<file path="src/kpd_pkg.sv">
package kpd_pkg;

  // Operation codes on the input word
  localparam logic [1:0] OP_SCAN  = 2'd0;
  localparam logic [1:0] OP_READ  = 2'd1;
  localparam logic [1:0] OP_FLUSH = 2'd2;

  // Key code 0..15 is row*4+column; this one means nothing pressed
  localparam logic [4:0] NO_KEY = 5'd16;

  // Decoded command kinds passed from front to back
  typedef enum logic [1:0] {
    CMD_SCAN,
    CMD_READ,
    CMD_FLUSH,
    CMD_NOP
  } cmd_kind_t;

  typedef struct packed {
    cmd_kind_t   kind;
    logic [3:0]  cols;
  } cmd_t;

  // Keypad legend, row 0 "123A" .. row 3 "*0#D"
  function automatic logic [7:0] key_ascii(input logic [3:0] code);
    logic [7:0] ch;
    case (code)
      4'd0:    ch = 8'h31;
      4'd1:    ch = 8'h32;
      4'd2:    ch = 8'h33;
      4'd3:    ch = 8'h41;
      4'd4:    ch = 8'h34;
      4'd5:    ch = 8'h35;
      4'd6:    ch = 8'h36;
      4'd7:    ch = 8'h42;
      4'd8:    ch = 8'h37;
      4'd9:    ch = 8'h38;
      4'd10:   ch = 8'h39;
      4'd11:   ch = 8'h43;
      4'd12:   ch = 8'h2A;
      4'd13:   ch = 8'h30;
      4'd14:   ch = 8'h23;
      4'd15:   ch = 8'h44;
      default: ch = 8'h00;
    endcase
    return ch;
  endfunction

endpackage

</file>
<file path="src/kpd_front.sv">
module kpd_front (
  input  logic           clk,
  input  logic           rst,
  input  logic           push,
  output logic           full,
  input  logic [1:0]     operation,
  input  logic [3:0]     column_lines,
  output logic           cmd_valid,
  output kpd_pkg::cmd_t  cmd,
  input  logic           cmd_take
);
  import kpd_pkg::*;

  cmd_t       q [2];
  logic       wr_ptr;
  logic       rd_ptr;
  logic [1:0] q_cnt;
  logic       enq;
  logic       deq;
  cmd_t       decoded;

  // Classify the incoming word
  always_comb begin
    decoded.cols = column_lines;
    case (operation)
      OP_SCAN:  decoded.kind = CMD_SCAN;
      OP_READ:  decoded.kind = CMD_READ;
      OP_FLUSH: decoded.kind = CMD_FLUSH;
      default:  decoded.kind = CMD_NOP;
    endcase
  end

  assign full      = (q_cnt == 2'd2);
  assign enq       = push && !full;
  assign cmd_valid = (q_cnt != 2'd0);
  assign deq       = cmd_take && cmd_valid;
  assign cmd       = q[rd_ptr];

  // Two-entry command queue
  always_ff @(posedge clk) begin
    if (enq) begin
      q[wr_ptr] <= decoded;
    end
  end

  always_ff @(posedge clk) begin
    if (rst) begin
      wr_ptr <= 1'b0;
      rd_ptr <= 1'b0;
      q_cnt  <= 2'd0;
    end else begin
      if (enq) begin
        wr_ptr <= !wr_ptr;
      end
      if (deq) begin
        rd_ptr <= !rd_ptr;
      end
      case ({enq, deq})
        2'b10:   q_cnt <= q_cnt + 2'd1;
        2'b01:   q_cnt <= q_cnt - 2'd1;
        default: q_cnt <= q_cnt;
      endcase
    end
  end

`ifndef ASSERT_OFF
  a_qcnt_range: assert property (@(posedge clk) disable iff (rst) q_cnt <= 2'd2)
    else $error("command queue count out of range");
  a_qcnt_grow: assert property (@(posedge clk) disable iff (rst)
    (enq && !deq) |=> (q_cnt == $past(q_cnt) + 2'd1))
    else $error("command queue lost an entry");
`endif

endmodule

</file>
<file path="src/kpd_back.sv">
module kpd_back #(
  parameter int FIFO_DEPTH = 16
) (
  input  logic           clk,
  input  logic           rst,
  input  logic           cmd_valid,
  input  kpd_pkg::cmd_t  cmd,
  output logic           cmd_take,
  input  logic           cfg_valid,
  output logic           cfg_ready,
  input  logic [7:0]     cfg_data,
  output logic           empty,
  input  logic           pop,
  output logic [1:0]     row_drive,
  output logic           key_valid,
  output logic [7:0]     key_char,
  output logic [4:0]     keys_waiting,
  output logic           key_dropped
);
  import kpd_pkg::*;

  localparam int PW = (FIFO_DEPTH > 1) ? $clog2(FIFO_DEPTH) : 1;
  localparam int CW = $clog2(FIFO_DEPTH + 1);

  // Scanner and debounce state
  logic [7:0]    debounce_scans;
  logic [1:0]    current_row, current_row_next;
  logic [4:0]    scan_key, scan_key_next;
  logic [4:0]    last_change_key, last_change_key_next;
  logic [4:0]    stable_key, stable_key_next;
  logic [7:0]    stable_scans, stable_scans_next;
  logic [7:0]    scans_inc;
  logic [4:0]    row_key;
  logic [4:0]    scan_result;

  // Key buffer
  logic [3:0]    key_store [FIFO_DEPTH];
  logic [PW-1:0] write_pointer, write_pointer_next;
  logic [PW-1:0] read_pointer, read_pointer_next;
  logic [CW-1:0] key_count, key_count_next;
  logic [3:0]    rd_code;

  // Result register
  logic          res_valid;
  logic [1:0]    res_row;
  logic          res_key_valid;
  logic [4:0]    res_count;
  logic          res_drop;

  logic          go;
  logic          do_push;
  logic          do_pop;
  logic          drop;

  assign go        = cmd_valid && (!res_valid || pop);
  assign cmd_take  = go;
  assign cfg_ready = 1'b1;

  // Lowest pressed column of the driven row
  always_comb begin
    row_key = scan_key;
    for (int c = 3; c >= 0; c--) begin
      if (!cmd.cols[c]) begin
        row_key = {1'b0, current_row, 2'(c)};
      end
    end
  end

  assign scans_inc = (stable_scans != 8'hFF) ? stable_scans + 8'd1 : stable_scans;

  // Execute one command
  always_comb begin
    current_row_next     = current_row;
    scan_key_next        = scan_key;
    last_change_key_next = last_change_key;
    stable_key_next      = stable_key;
    stable_scans_next    = stable_scans;
    write_pointer_next   = write_pointer;
    read_pointer_next    = read_pointer;
    key_count_next       = key_count;
    scan_result          = row_key;
    do_push              = 1'b0;
    do_pop               = 1'b0;
    drop                 = 1'b0;
    case (cmd.kind)
      CMD_SCAN: begin
        if (current_row == 2'd3) begin
          // end of a full scan: debounce
          current_row_next = 2'd0;
          scan_key_next    = NO_KEY;
          if (scan_result == last_change_key) begin
            if (scans_inc >= debounce_scans) begin
              if (scan_result != NO_KEY && stable_key == NO_KEY) begin
                if (key_count < CW'(FIFO_DEPTH)) begin
                  do_push = 1'b1;
                end else begin
                  drop = 1'b1;
                end
              end
              stable_key_next   = scan_result;
              stable_scans_next = 8'd0;
            end else begin
              stable_scans_next = scans_inc;
            end
          end else begin
            stable_scans_next    = 8'd0;
            last_change_key_next = scan_result;
          end
        end else begin
          current_row_next = current_row + 2'd1;
          scan_key_next    = scan_result;
        end
      end
      CMD_READ: begin
        if (key_count != '0) begin
          do_pop = 1'b1;
        end
      end
      CMD_FLUSH: begin
        write_pointer_next = '0;
        read_pointer_next  = '0;
        key_count_next     = '0;
      end
      default: begin
      end
    endcase
    if (do_push) begin
      write_pointer_next = (write_pointer == PW'(FIFO_DEPTH - 1)) ? '0 :
                           write_pointer + PW'(1);
      key_count_next     = key_count + CW'(1);
    end
    if (do_pop) begin
      read_pointer_next = (read_pointer == PW'(FIFO_DEPTH - 1)) ? '0 :
                          read_pointer + PW'(1);
      key_count_next    = key_count - CW'(1);
    end
  end

  // Key store, registered read at the read pointer
  always_ff @(posedge clk) begin
    if (go && do_push) begin
      key_store[write_pointer] <= scan_result[3:0];
    end
  end

  always_ff @(posedge clk) begin
    if (go) begin
      rd_code <= key_store[read_pointer];
    end
  end

  // Configuration register
  always_ff @(posedge clk) begin
    if (rst) begin
      debounce_scans <= 8'd4;
    end else if (cfg_valid) begin
      debounce_scans <= cfg_data;
    end
  end

  // State update
  always_ff @(posedge clk) begin
    if (rst) begin
      current_row     <= 2'd0;
      scan_key        <= NO_KEY;
      last_change_key <= NO_KEY;
      stable_key      <= NO_KEY;
      stable_scans    <= 8'd0;
      write_pointer   <= '0;
      read_pointer    <= '0;
      key_count       <= '0;
    end else if (go) begin
      current_row     <= current_row_next;
      scan_key        <= scan_key_next;
      last_change_key <= last_change_key_next;
      stable_key      <= stable_key_next;
      stable_scans    <= stable_scans_next;
      write_pointer   <= write_pointer_next;
      read_pointer    <= read_pointer_next;
      key_count       <= key_count_next;
    end
  end

  // Result word
  always_ff @(posedge clk) begin
    if (rst) begin
      res_valid <= 1'b0;
    end else if (go) begin
      res_valid <= 1'b1;
    end else if (pop) begin
      res_valid <= 1'b0;
    end
  end

  always_ff @(posedge clk) begin
    if (go) begin
      res_row       <= current_row_next;
      res_key_valid <= do_pop;
      res_count     <= 5'(key_count_next);
      res_drop      <= drop;
    end
  end

  assign empty        = !res_valid;
  assign row_drive    = res_row;
  assign key_valid    = res_key_valid;
  assign key_char     = res_key_valid ? key_ascii(rd_code) : 8'h00;
  assign keys_waiting = res_count;
  assign key_dropped  = res_drop;

`ifndef ASSERT_OFF
  a_count_max: assert property (@(posedge clk) disable iff (rst)
    key_count <= CW'(FIFO_DEPTH))
    else $error("key count above buffer depth");
  a_flush_clears: assert property (@(posedge clk) disable iff (rst)
    (go && cmd.kind == CMD_FLUSH) |=>
      (key_count == '0 && write_pointer == '0 && read_pointer == '0))
    else $error("flush left keys in the buffer");
  a_drop_full: assert property (@(posedge clk) disable iff (rst)
    (go && drop) |-> (key_count == CW'(FIFO_DEPTH)))
    else $error("key dropped with room in the buffer");
  a_result_hold: assert property (@(posedge clk) disable iff (rst)
    (res_valid && !pop) |=> (res_valid && $stable(key_char) && $stable(res_count)))
    else $error("waiting result changed");
`endif

endmodule

</file>
<file path="src/matrix_keypad_scan_debounce_fifo.sv">
// Channel   Handshake                 Payload
// input     push / full               operation, column_lines
// result    empty / pop               row_drive, key_valid, key_char, keys_waiting, key_dropped
// config    cfg_valid / cfg_ready     cfg_data (debounce_scans)
//
// One word per cycle while results are popped; a word is queued, then its result is registered.
// The front holds a two-entry command queue, so full depends on that queue only.
// The back executes one command per cycle whenever the result register is free or popped.
// Key store is read through a registered port at the read pointer.
// Synchronous reset clears all control state; debounce_scans resets to 4.
module matrix_keypad_scan_debounce_fifo #(
  parameter int FIFO_DEPTH = 16
) (
  input  logic       clk,
  input  logic       rst,
  input  logic       push,
  output logic       full,
  input  logic [1:0] operation,
  input  logic [3:0] column_lines,
  output logic       empty,
  input  logic       pop,
  output logic [1:0] row_drive,
  output logic       key_valid,
  output logic [7:0] key_char,
  output logic [4:0] keys_waiting,
  output logic       key_dropped,
  input  logic       cfg_valid,
  output logic       cfg_ready,
  input  logic [7:0] cfg_data
);
  import kpd_pkg::*;

  logic cmd_valid;
  cmd_t cmd;
  logic cmd_take;

  kpd_front u_front (
    .clk          (clk),
    .rst          (rst),
    .push         (push),
    .full         (full),
    .operation    (operation),
    .column_lines (column_lines),
    .cmd_valid    (cmd_valid),
    .cmd          (cmd),
    .cmd_take     (cmd_take)
  );

  kpd_back #(
    .FIFO_DEPTH (FIFO_DEPTH)
  ) u_back (
    .clk          (clk),
    .rst          (rst),
    .cmd_valid    (cmd_valid),
    .cmd          (cmd),
    .cmd_take     (cmd_take),
    .cfg_valid    (cfg_valid),
    .cfg_ready    (cfg_ready),
    .cfg_data     (cfg_data),
    .empty        (empty),
    .pop          (pop),
    .row_drive    (row_drive),
    .key_valid    (key_valid),
    .key_char     (key_char),
    .keys_waiting (keys_waiting),
    .key_dropped  (key_dropped)
  );

endmodule

</file>
<file path="config.mk">
export PLATFORM = sky130hd
export DESIGN_NAME = matrix_keypad_scan_debounce_fifo
export DESIGN_NICKNAME = d
export VERILOG_FILES = /design/src/kpd_pkg.sv /design/src/kpd_front.sv /design/src/kpd_back.sv /design/src/matrix_keypad_scan_debounce_fifo.sv
export SDC_FILE = /design/constraint.sdc
export NUM_CORES = 1
export LEC_CHECK = 0
export ABC_AREA = 1
export CAP_MARGIN = 10
export CORE_MARGIN = 2
export CORE_UTILIZATION = 50
export CTS_CLUSTER_DIAMETER = 100
export DETAILED_ROUTE_END_ITERATION = 16
export DONT_BUFFER_PORTS = 1
export MAX_ROUTING_LAYER = met4
export PLACE_DENSITY = 0.77
export SLEW_MARGIN = 20
export SYNTH_ARGS = -nofsm -noshare
export SYNTH_HDL_FRONTEND = slang
export SYNTH_HIERARCHICAL = 1
export SYNTH_SLANG_ARGS = --single-unit
</file>
<file path="constraint.sdc">
create_clock -name clk -period 2.6 [get_ports clk]
set_input_delay 0.65 -clock clk [delete_from_list [all_inputs] [get_ports clk]]
set_output_delay 0.65 -clock clk [all_outputs]
set_load 0.005 [all_outputs]
</file>
; Word level (Yosys, flattened, before mapping)
; Memory sizes are Yosys's and may differ from the RTL's. A register that Yosys moved wholly into a read port is not among the register bits.
; Cells that the tools add are included.
[word_totals]
reg_bits = 60
ram_bits = 76
romBits = 112
output_inout_bits = 20
wordCells = 108
n_memories = 3
[op_classes]
n_addsub = 8
order_cmp = 2
eq_ne = 14
muxes = 38
n_bitwise = 1
reduce_logical = 25
[memory_table]
columns = name, words, width, read_ports, rd_clocked_by_memory_dff, write_ports, line
row1 = (name not given), 16, 7, 1, 0, 0, kpd_pkg.sv:27  ; case (code)
row2 = u_back.key_store, 16, 4, 1, 1, 1, kpd_back.sv:37  ; logic [3:0] key_store [FIFO_DEPTH];
row3 = u_front.q, 2, 6, 1, 1, 1, kpd_front.sv:14  ; cmd_t q [2];
[op_table]
columns = op, count
row1 = $mux W5, 8
row2 = $mux W8, 4
row3 = $mux W4, 5
row4 = $mux W1, 17
row5 = $eq A2 B2 Y1 const B, 5
row6 = $reduce_and A5 Y1, 2
row7 = $reduce_bool A2 Y1, 5
row8 = $add A4 B1 Y4 const B, 2
row9 = $add A8 B1 Y8 const B, 1
row10 = $eq A4 B4 Y1 const B, 2
row11 = $ge A8 B8 Y1, 1
row12 = $ne A8 B8 Y1 const B, 1
row13 = $eq A2 B1 Y1 const B, 3
row14 = $pmux W2 S3, 1
row15 = $reduce_and A2 Y1, 3
row16 = $add A5 B1 Y5 const B, 1
row17 = $eq A5 B5 Y1, 1
row18 = $eq A5 B5 Y1 const B, 1
row19 = $logic_and A1 B1 Y1, 5
row20 = $lt A5 B5 Y1 const B, 1
row21 = $ne A5 B5 Y1 const B, 1
row22 = $reduce_bool A5 Y1, 1
row23 = $sub A5 B1 Y5 const B, 1
row24 = $add A2 B1 Y2 const B, 2
row25 = other kinds (9), 14

; Depth between registers and ports, before layout
[logic_depth]
word_depth = 14
ltp_mapped = 21
ltp_nobuf = 21

; Hierarchy
; Netlist, hierarchy kept.
[modules_own_cells]
columns = module, n_inst, cells_each, area_per_inst_um2, seq_area_each_um2
row1 = kpd_back, 1, 650, 6047.0, 3253.1
row2 = kpd_front, 1, 61, 730.7, 460.4

; Least setup slack after synthesis
; Ideal clock, no wire load.
[synth_timing]
kind = register to register
startpoint = reg u_back.stable_scans[4]
endpoint = mem u_back.key_store[0][0], enable pin
setup_time_ns = 0.329
t_arrival_ns = 2.522
required_time_ns = 2.271
slack_ns = -0.252
stages_incl_launch_ff = 18
n_path_buf = 0
cell_sequence = dfxtp_1 nand2_1 nor3_1 nand3_1 nand4_1 xor2_1 inv_1 ha_1 nand2_1 nor2_1 nand4_1 nand3_1 nand3_4 nor2_8 nand2_4 inv_4 nand2_2 nor2_1
[synth_between]
elab_chain_cells = 10
elab_cells_between_ends = 11
[synth_rtl]
columns = item, line
row1 = from (decl), kpd_back.sv:31  ; logic [7:0] stable_scans, stable_scans_next;
row2 = from (signal assigned), kpd_back.sv:177  ; stable_scans <= stable_scans_next;
row3 = $add A8 B1 Y8 / $ne A8 B8 Y1 (equally long branches), kpd_back.sv:69  ; assign scans_inc = (stable_scans != 8'hFF) ? stable_scans + 8'd1 : stable_scans;
row4 = $mux W8 (*), kpd_back.sv:69
row5 = $ge A8 B8 Y1 (*), kpd_back.sv:92  ; if (scans_inc >= debounce_scans) begin
row6 = $mux W1 (*), kpd_back.sv:92
row7 = $mux W1 (*), kpd_back.sv:91  ; if (scan_result == last_change_key) begin
row8 = $mux W1 (*), kpd_back.sv:87  ; if (current_row == 2'd3) begin
row9 = $mux W1 (*), kpd_back.sv:85  ; case (cmd.kind)
row10 = $logic_and A1 B1 Y1 (*), kpd_back.sv:141  ; if (go && do_push) begin
row11 = $mux W1 (*), kpd_back.sv:141
row12 = $mux W1 (implied by the code) (*), kpd_back.sv:142  ; key_store[write_pointer] <= scan_result[3:0];
row13 = to (decl), kpd_back.sv:37
; Mark *: on every way between the ends. The rest lies on a longest branch, timed or not.

; Worst setup path after layout
[layout_timing]
startpoint = reg u_back.stable_scans[0]
endpoint = mem u_back.key_store[7][1], enable pin
; The elaborated chain is that of the path after synthesis.

==> PnR_summary.wiki <==
{| class="wikitable"
! Metric !! Value
|-
| Run status || finished, violations left
|-
| Violated checks || negative setup slack
|-
| Netlist cell types || 44
|-
| Starting Density || a little over 50%
|-
| Type of element capturing the critical path || register
|-
| Worst slew pin tran || between 800 and 900 ps
|-
| Cell type with the largest total area after synthesis || sky130_fd_sc_hd__edfxtp_1
|-
| Cells after synthesis || 711
|-
| DRC violations left || 0
|-
| EDFF count, synth || around 90
|-
| Setup repair after global routing missed its margin || true
|-
| Tmin final || 2938 ps
|-
| Area growth from synthesis to layout || 20.45%
|-
| Antenna violations before repair || 0
|-
| DR vias || 5098
|-
| Count of cells along the worst register-to-register path || 16
|-
| Peak supply drop || ~0.60 mV
|-
| Global Route Usage Sum || a little over a fifth
|-
| CTS root buffer || sky130_fd_sc_hd__clkbuf_16
|-
| Detailed route wirelength on metal3 || around 800 um
|-
| Final Hold Fails || 0
|-
| Worst hold-check slack || between 200 and 300 ps
|-
| DRT iter0 DRCs || roughly 400
|-
| Die height || roughly 120 um
|-
| Sequential fraction of the synthesis area || about 55%
|-
| Number of CTS-inserted buffers || 17
|-
| Design Power || between 7000 and 8000 uW
|-
| Number of port buffers || 0
|-
| Most instantiated library cell after synthesis || sky130_fd_sc_hd__inv_1
|-
| Total instance count after detailed placement || ~900
|-
| CP Buf/Inv Count || 1
|-
| Max Root-Sink Buffers || 2
|-
| Register bit total from synthesis || about 140
|-
| Number of placement rows || between 40 and 50
|-
| Area of the core region || about 0.013 sq mm
|-
| Critical path class || reg -> reg
|-
| Required time at the worst-slack endpoint || ~2700 ps
|-
| Clock latency of the later-clocked register in the worst-skew pair || 420 ps
|-
| Master of the slowest instance on the critical path || sky130_fd_sc_hd__dfxtp_2
|-
| CP startpoint kind || register
|-
| Worst hold path type || in -> reg
|-
| Quantity of hold-fixing buffers added after cts || 0
|-
| Area of combinational cells with multiple inputs || a little under 0.003 sq mm
|-
| Syn_area_per_cell || 9.533 sq um
|-
| Data arrival time at the worst-slack endpoint || just over 3000 ps
|-
| Endpoints failing setup || between 80 and 90
|-
| TritonCTS clock tree || built
|-
| Nets@finish || a little under 800
|-
| Number of sinks driven by the clock tree || ~140
|-
| Wire length reported by the detailed router || 14.93 mm
|-
| Max-slew headroom || roughly two fifths
|-
| Final worst path period share || 113.0%
|-
| Maximum clock frequency || approximately 0.34 GHz
|-
| # H-tree levels || 4
|-
| Fill cell total of the finished layout || 1020
|-
| Top Family by Delay on Critical Path || simple AND/OR/NAND/NOR gates
|-
| First drt pass iteration count || 5
|-
| Number of cells on the critical path || 16
|-
| DRT antenna net count || 0
|-
| DPL Wire Length || roughly 9.9 mm
|-
| Proportion of layout cells with a drive suffix above 1 || between 20 and 25%
|-
| Aggregate global routing overflow || 0
|-
| Commonest cells in the netlist || 102 x sky130_fd_sc_hd__inv_1, 95 x sky130_fd_sc_hd__nand2_1, 89 x sky130_fd_sc_hd__edfxtp_1
|-
| Top-level I/O count || 39
|-
| Post-Syn Nets || around 750
|-
| Final count of pins violating max slew || 0
|-
| Setup tns final || -22790 ps
|-
| Clock Skews || around 11 ps
|-
| Total power divided by cell area || approximately 880 mW/mm^2
|-
| Total of max-cap violations || 0
|-
| DIE WIDTH || ~120 um
|-
| Cells on Worst Hold Path || 1
|-
| CP Cell Sequence || ha_4, nand2_4, nor3_1, xor2_1, nand2_1, ha_1, nand2_1, nor2_4, nand4_1, nand3_2, nand3_4, nor2_8, nand2_4, clkinv_8, nand2_8, nor2_4
|-
| Global-route wire length before repair || 23.32 mm
|-
| Netlist area before placement || slightly below 0.007 sq mm
|-
| Footprint of the flip-flops and latches || around 0.0037 sq mm
|-
| Pin count of the biggest net entering global routing || 53
|-
| Stage delay of the slowest cell on the critical path || around 360 ps
|-
| Via/cell ratio || around 5.5
|-
| Average wire per standard cell || ~16 um
|-
| Number of global-route vias before repair || a little under 5000
|-
| Antenna Diode Count || 0
|-
| Clock Pin Slew Worst Setup and Hold Paths || ~60 ps
|-
| Uppermost routed layer || met4
|-
| Length of routed met2 wiring || roughly 7.5 mm
|-
| Post-synth top flop || sky130_fd_sc_hd__edfxtp_1
|-
| Die area || 0.01450 sq mm
|-
| Fraction of post-synthesis cell area in the top cell type by area || between 30% and 40%
|-
| Synth async-reset ratio || 0%
|-
| Placer's final routability congestion estimate || around 0.94
|-
| Total routed wire length on the met1 layer || ~6.3 mm
|-
| Static Leakage || approximately 0.0032 uW
|-
| Final setup slack of the worst path || -337.8 ps
|-
| Pre-CTS setup slack || -267.5 ps
|-
| Critical-path maximum fanout || 5
|-
| Warnings from Yosys || 6
|-
| Cell types occupying the most area after synthesis || sky130_fd_sc_hd__edfxtp_1 39%, sky130_fd_sc_hd__dfxtp_1 15%, sky130_fd_sc_hd__inv_1 5.6%
|-
| Non-filler cells, final || just over 900
|}
[flip-flops by register name, indices dropped and copies added, names as in the netlist, named ones only]
name                    count
u_back/key_count            5
u_back/rd_code              4
u_back/scan_key             5
u_front/q                  12
u_back/res_valid            1
u_back/read_pointer         4
u_back/keys_waiting         5
u_front/rd_ptr              1
u_back/write_pointer        4
u_back/current_row          2
u_front/q_cnt               2
u_back/stable_key           5
u_back/key_valid            1
u_back/row_drive            2
u_back/last_change_key      5
u_back/key_store           64
u_front/wr_ptr              1
u_back/debounce_scans       8
u_back/key_dropped          1
u_back/stable_scans         8
[through the flow]
| step | instance area (sq um) | util (%) |
|---|---|---|
| 6_report | 8164 | 61.65 |
| 5_1_grt | 8164 | 61.65 |
| 4_1_cts | 7981 | 60.27 |
| 3_5_place_dp | 7313 | 55.22 |
| 3_3_place_gp | 7313 | 55.22 |
| 2_1_floorplan | 6982 | - |
[layout by cell type (no fill, tap or decap), types with 8 or more instances in the layout]
cell / n
sky130_fd_sc_hd__o21ai_2: 10
sky130_fd_sc_hd__nand2_1: 86
sky130_fd_sc_hd__a21oi_1: 53
sky130_fd_sc_hd__nor2_1: 39
sky130_fd_sc_hd__edfxtp_1: 89
sky130_fd_sc_hd__clkbuf_16: 18
sky130_fd_sc_hd__nor2_4: 25
sky130_fd_sc_hd__o211ai_1: 18
sky130_fd_sc_hd__inv_1: 95
sky130_fd_sc_hd__inv_2: 10
sky130_fd_sc_hd__buf_4: 27
sky130_fd_sc_hd__nand3_1: 26
sky130_fd_sc_hd__ha_1: 21
sky130_fd_sc_hd__o21ai_0: 52
sky130_fd_sc_hd__nand2_4: 8
sky130_fd_sc_hd__dfxtp_1: 46
sky130_fd_sc_hd__mux2i_1: 16
sky130_fd_sc_hd__nand2_2: 13
[layer usage]
metal,vias up,track usage [%]
li1,2432,-
met1,2439,24.98
met2,191,35.31
met3,36,5.425
met4,0,8.576
met5,-,-
[power by group]
part	internal [uW]	leakage (uW)	switching, uW
Sequential	2790	0.00125	244
Clock	1420	0.000267	864
Combinational	609	0.00165	1280
Total	4820	0.00317	2390
[what timing repair did]
item | in CTS | in global routing
buffers inserted | 3 | 4
pin swaps | 20 | 34
endpoints found under the setup margin | 88 | 93
endpoints found under the hold margin | 0 | 0
gates resized for setup | 23 | 45
[cells by family after synthesis]
| logic type | Yosys count | synth area share (%) |
|---|---|---|
| AOI/OAI and AO/OA | 156 | 13.01 |
| buffers and inverters | 136 | 7.846 |
| other | 2 | 0.1108 |
| DFF | 141 | 54.79 |
| xor gates and xnor gates | 8 | 1.034 |
| muxes | 22 | 3.360 |
| and+or+nand+nor | 222 | 15.41 |
| adders and majority gates | 24 | 4.431 |
[final cells by class]
| class | instances | share of cell area, % |
|---|---|---|
| sequential | 141 | 45.58 |
| multi-input combinational | 434 | 36.05 |
| timing repair buffer | 32 | 3.326 |
| clock inverter | 5 | 0.7203 |
| inverter | 112 | 5.456 |
| clock buffer | 27 | 6.176 |
| tap | 176 | 2.697 |
[path summary, 6_finish.rpt]
path | to | start | slack, ps
min | u_back/write_pointer[1]$_SDFFE_PP0P_ | rst | 290
max | u_back/key_store[7][1]$_DFFE_PP_ | u_back/stable_scans[0]$_SDFFE_PP0P_ | -340
min reg2reg | u_back/scan_key[3]$_SDFFE_PP0P_ | u_back/scan_key[3]$_SDFFE_PP0P_ | 470
max reg2reg | u_back/key_store[7][1]$_DFFE_PP_ | u_back/stable_scans[0]$_SDFFE_PP0P_ | -340
(Power assumes the default switching activity.)
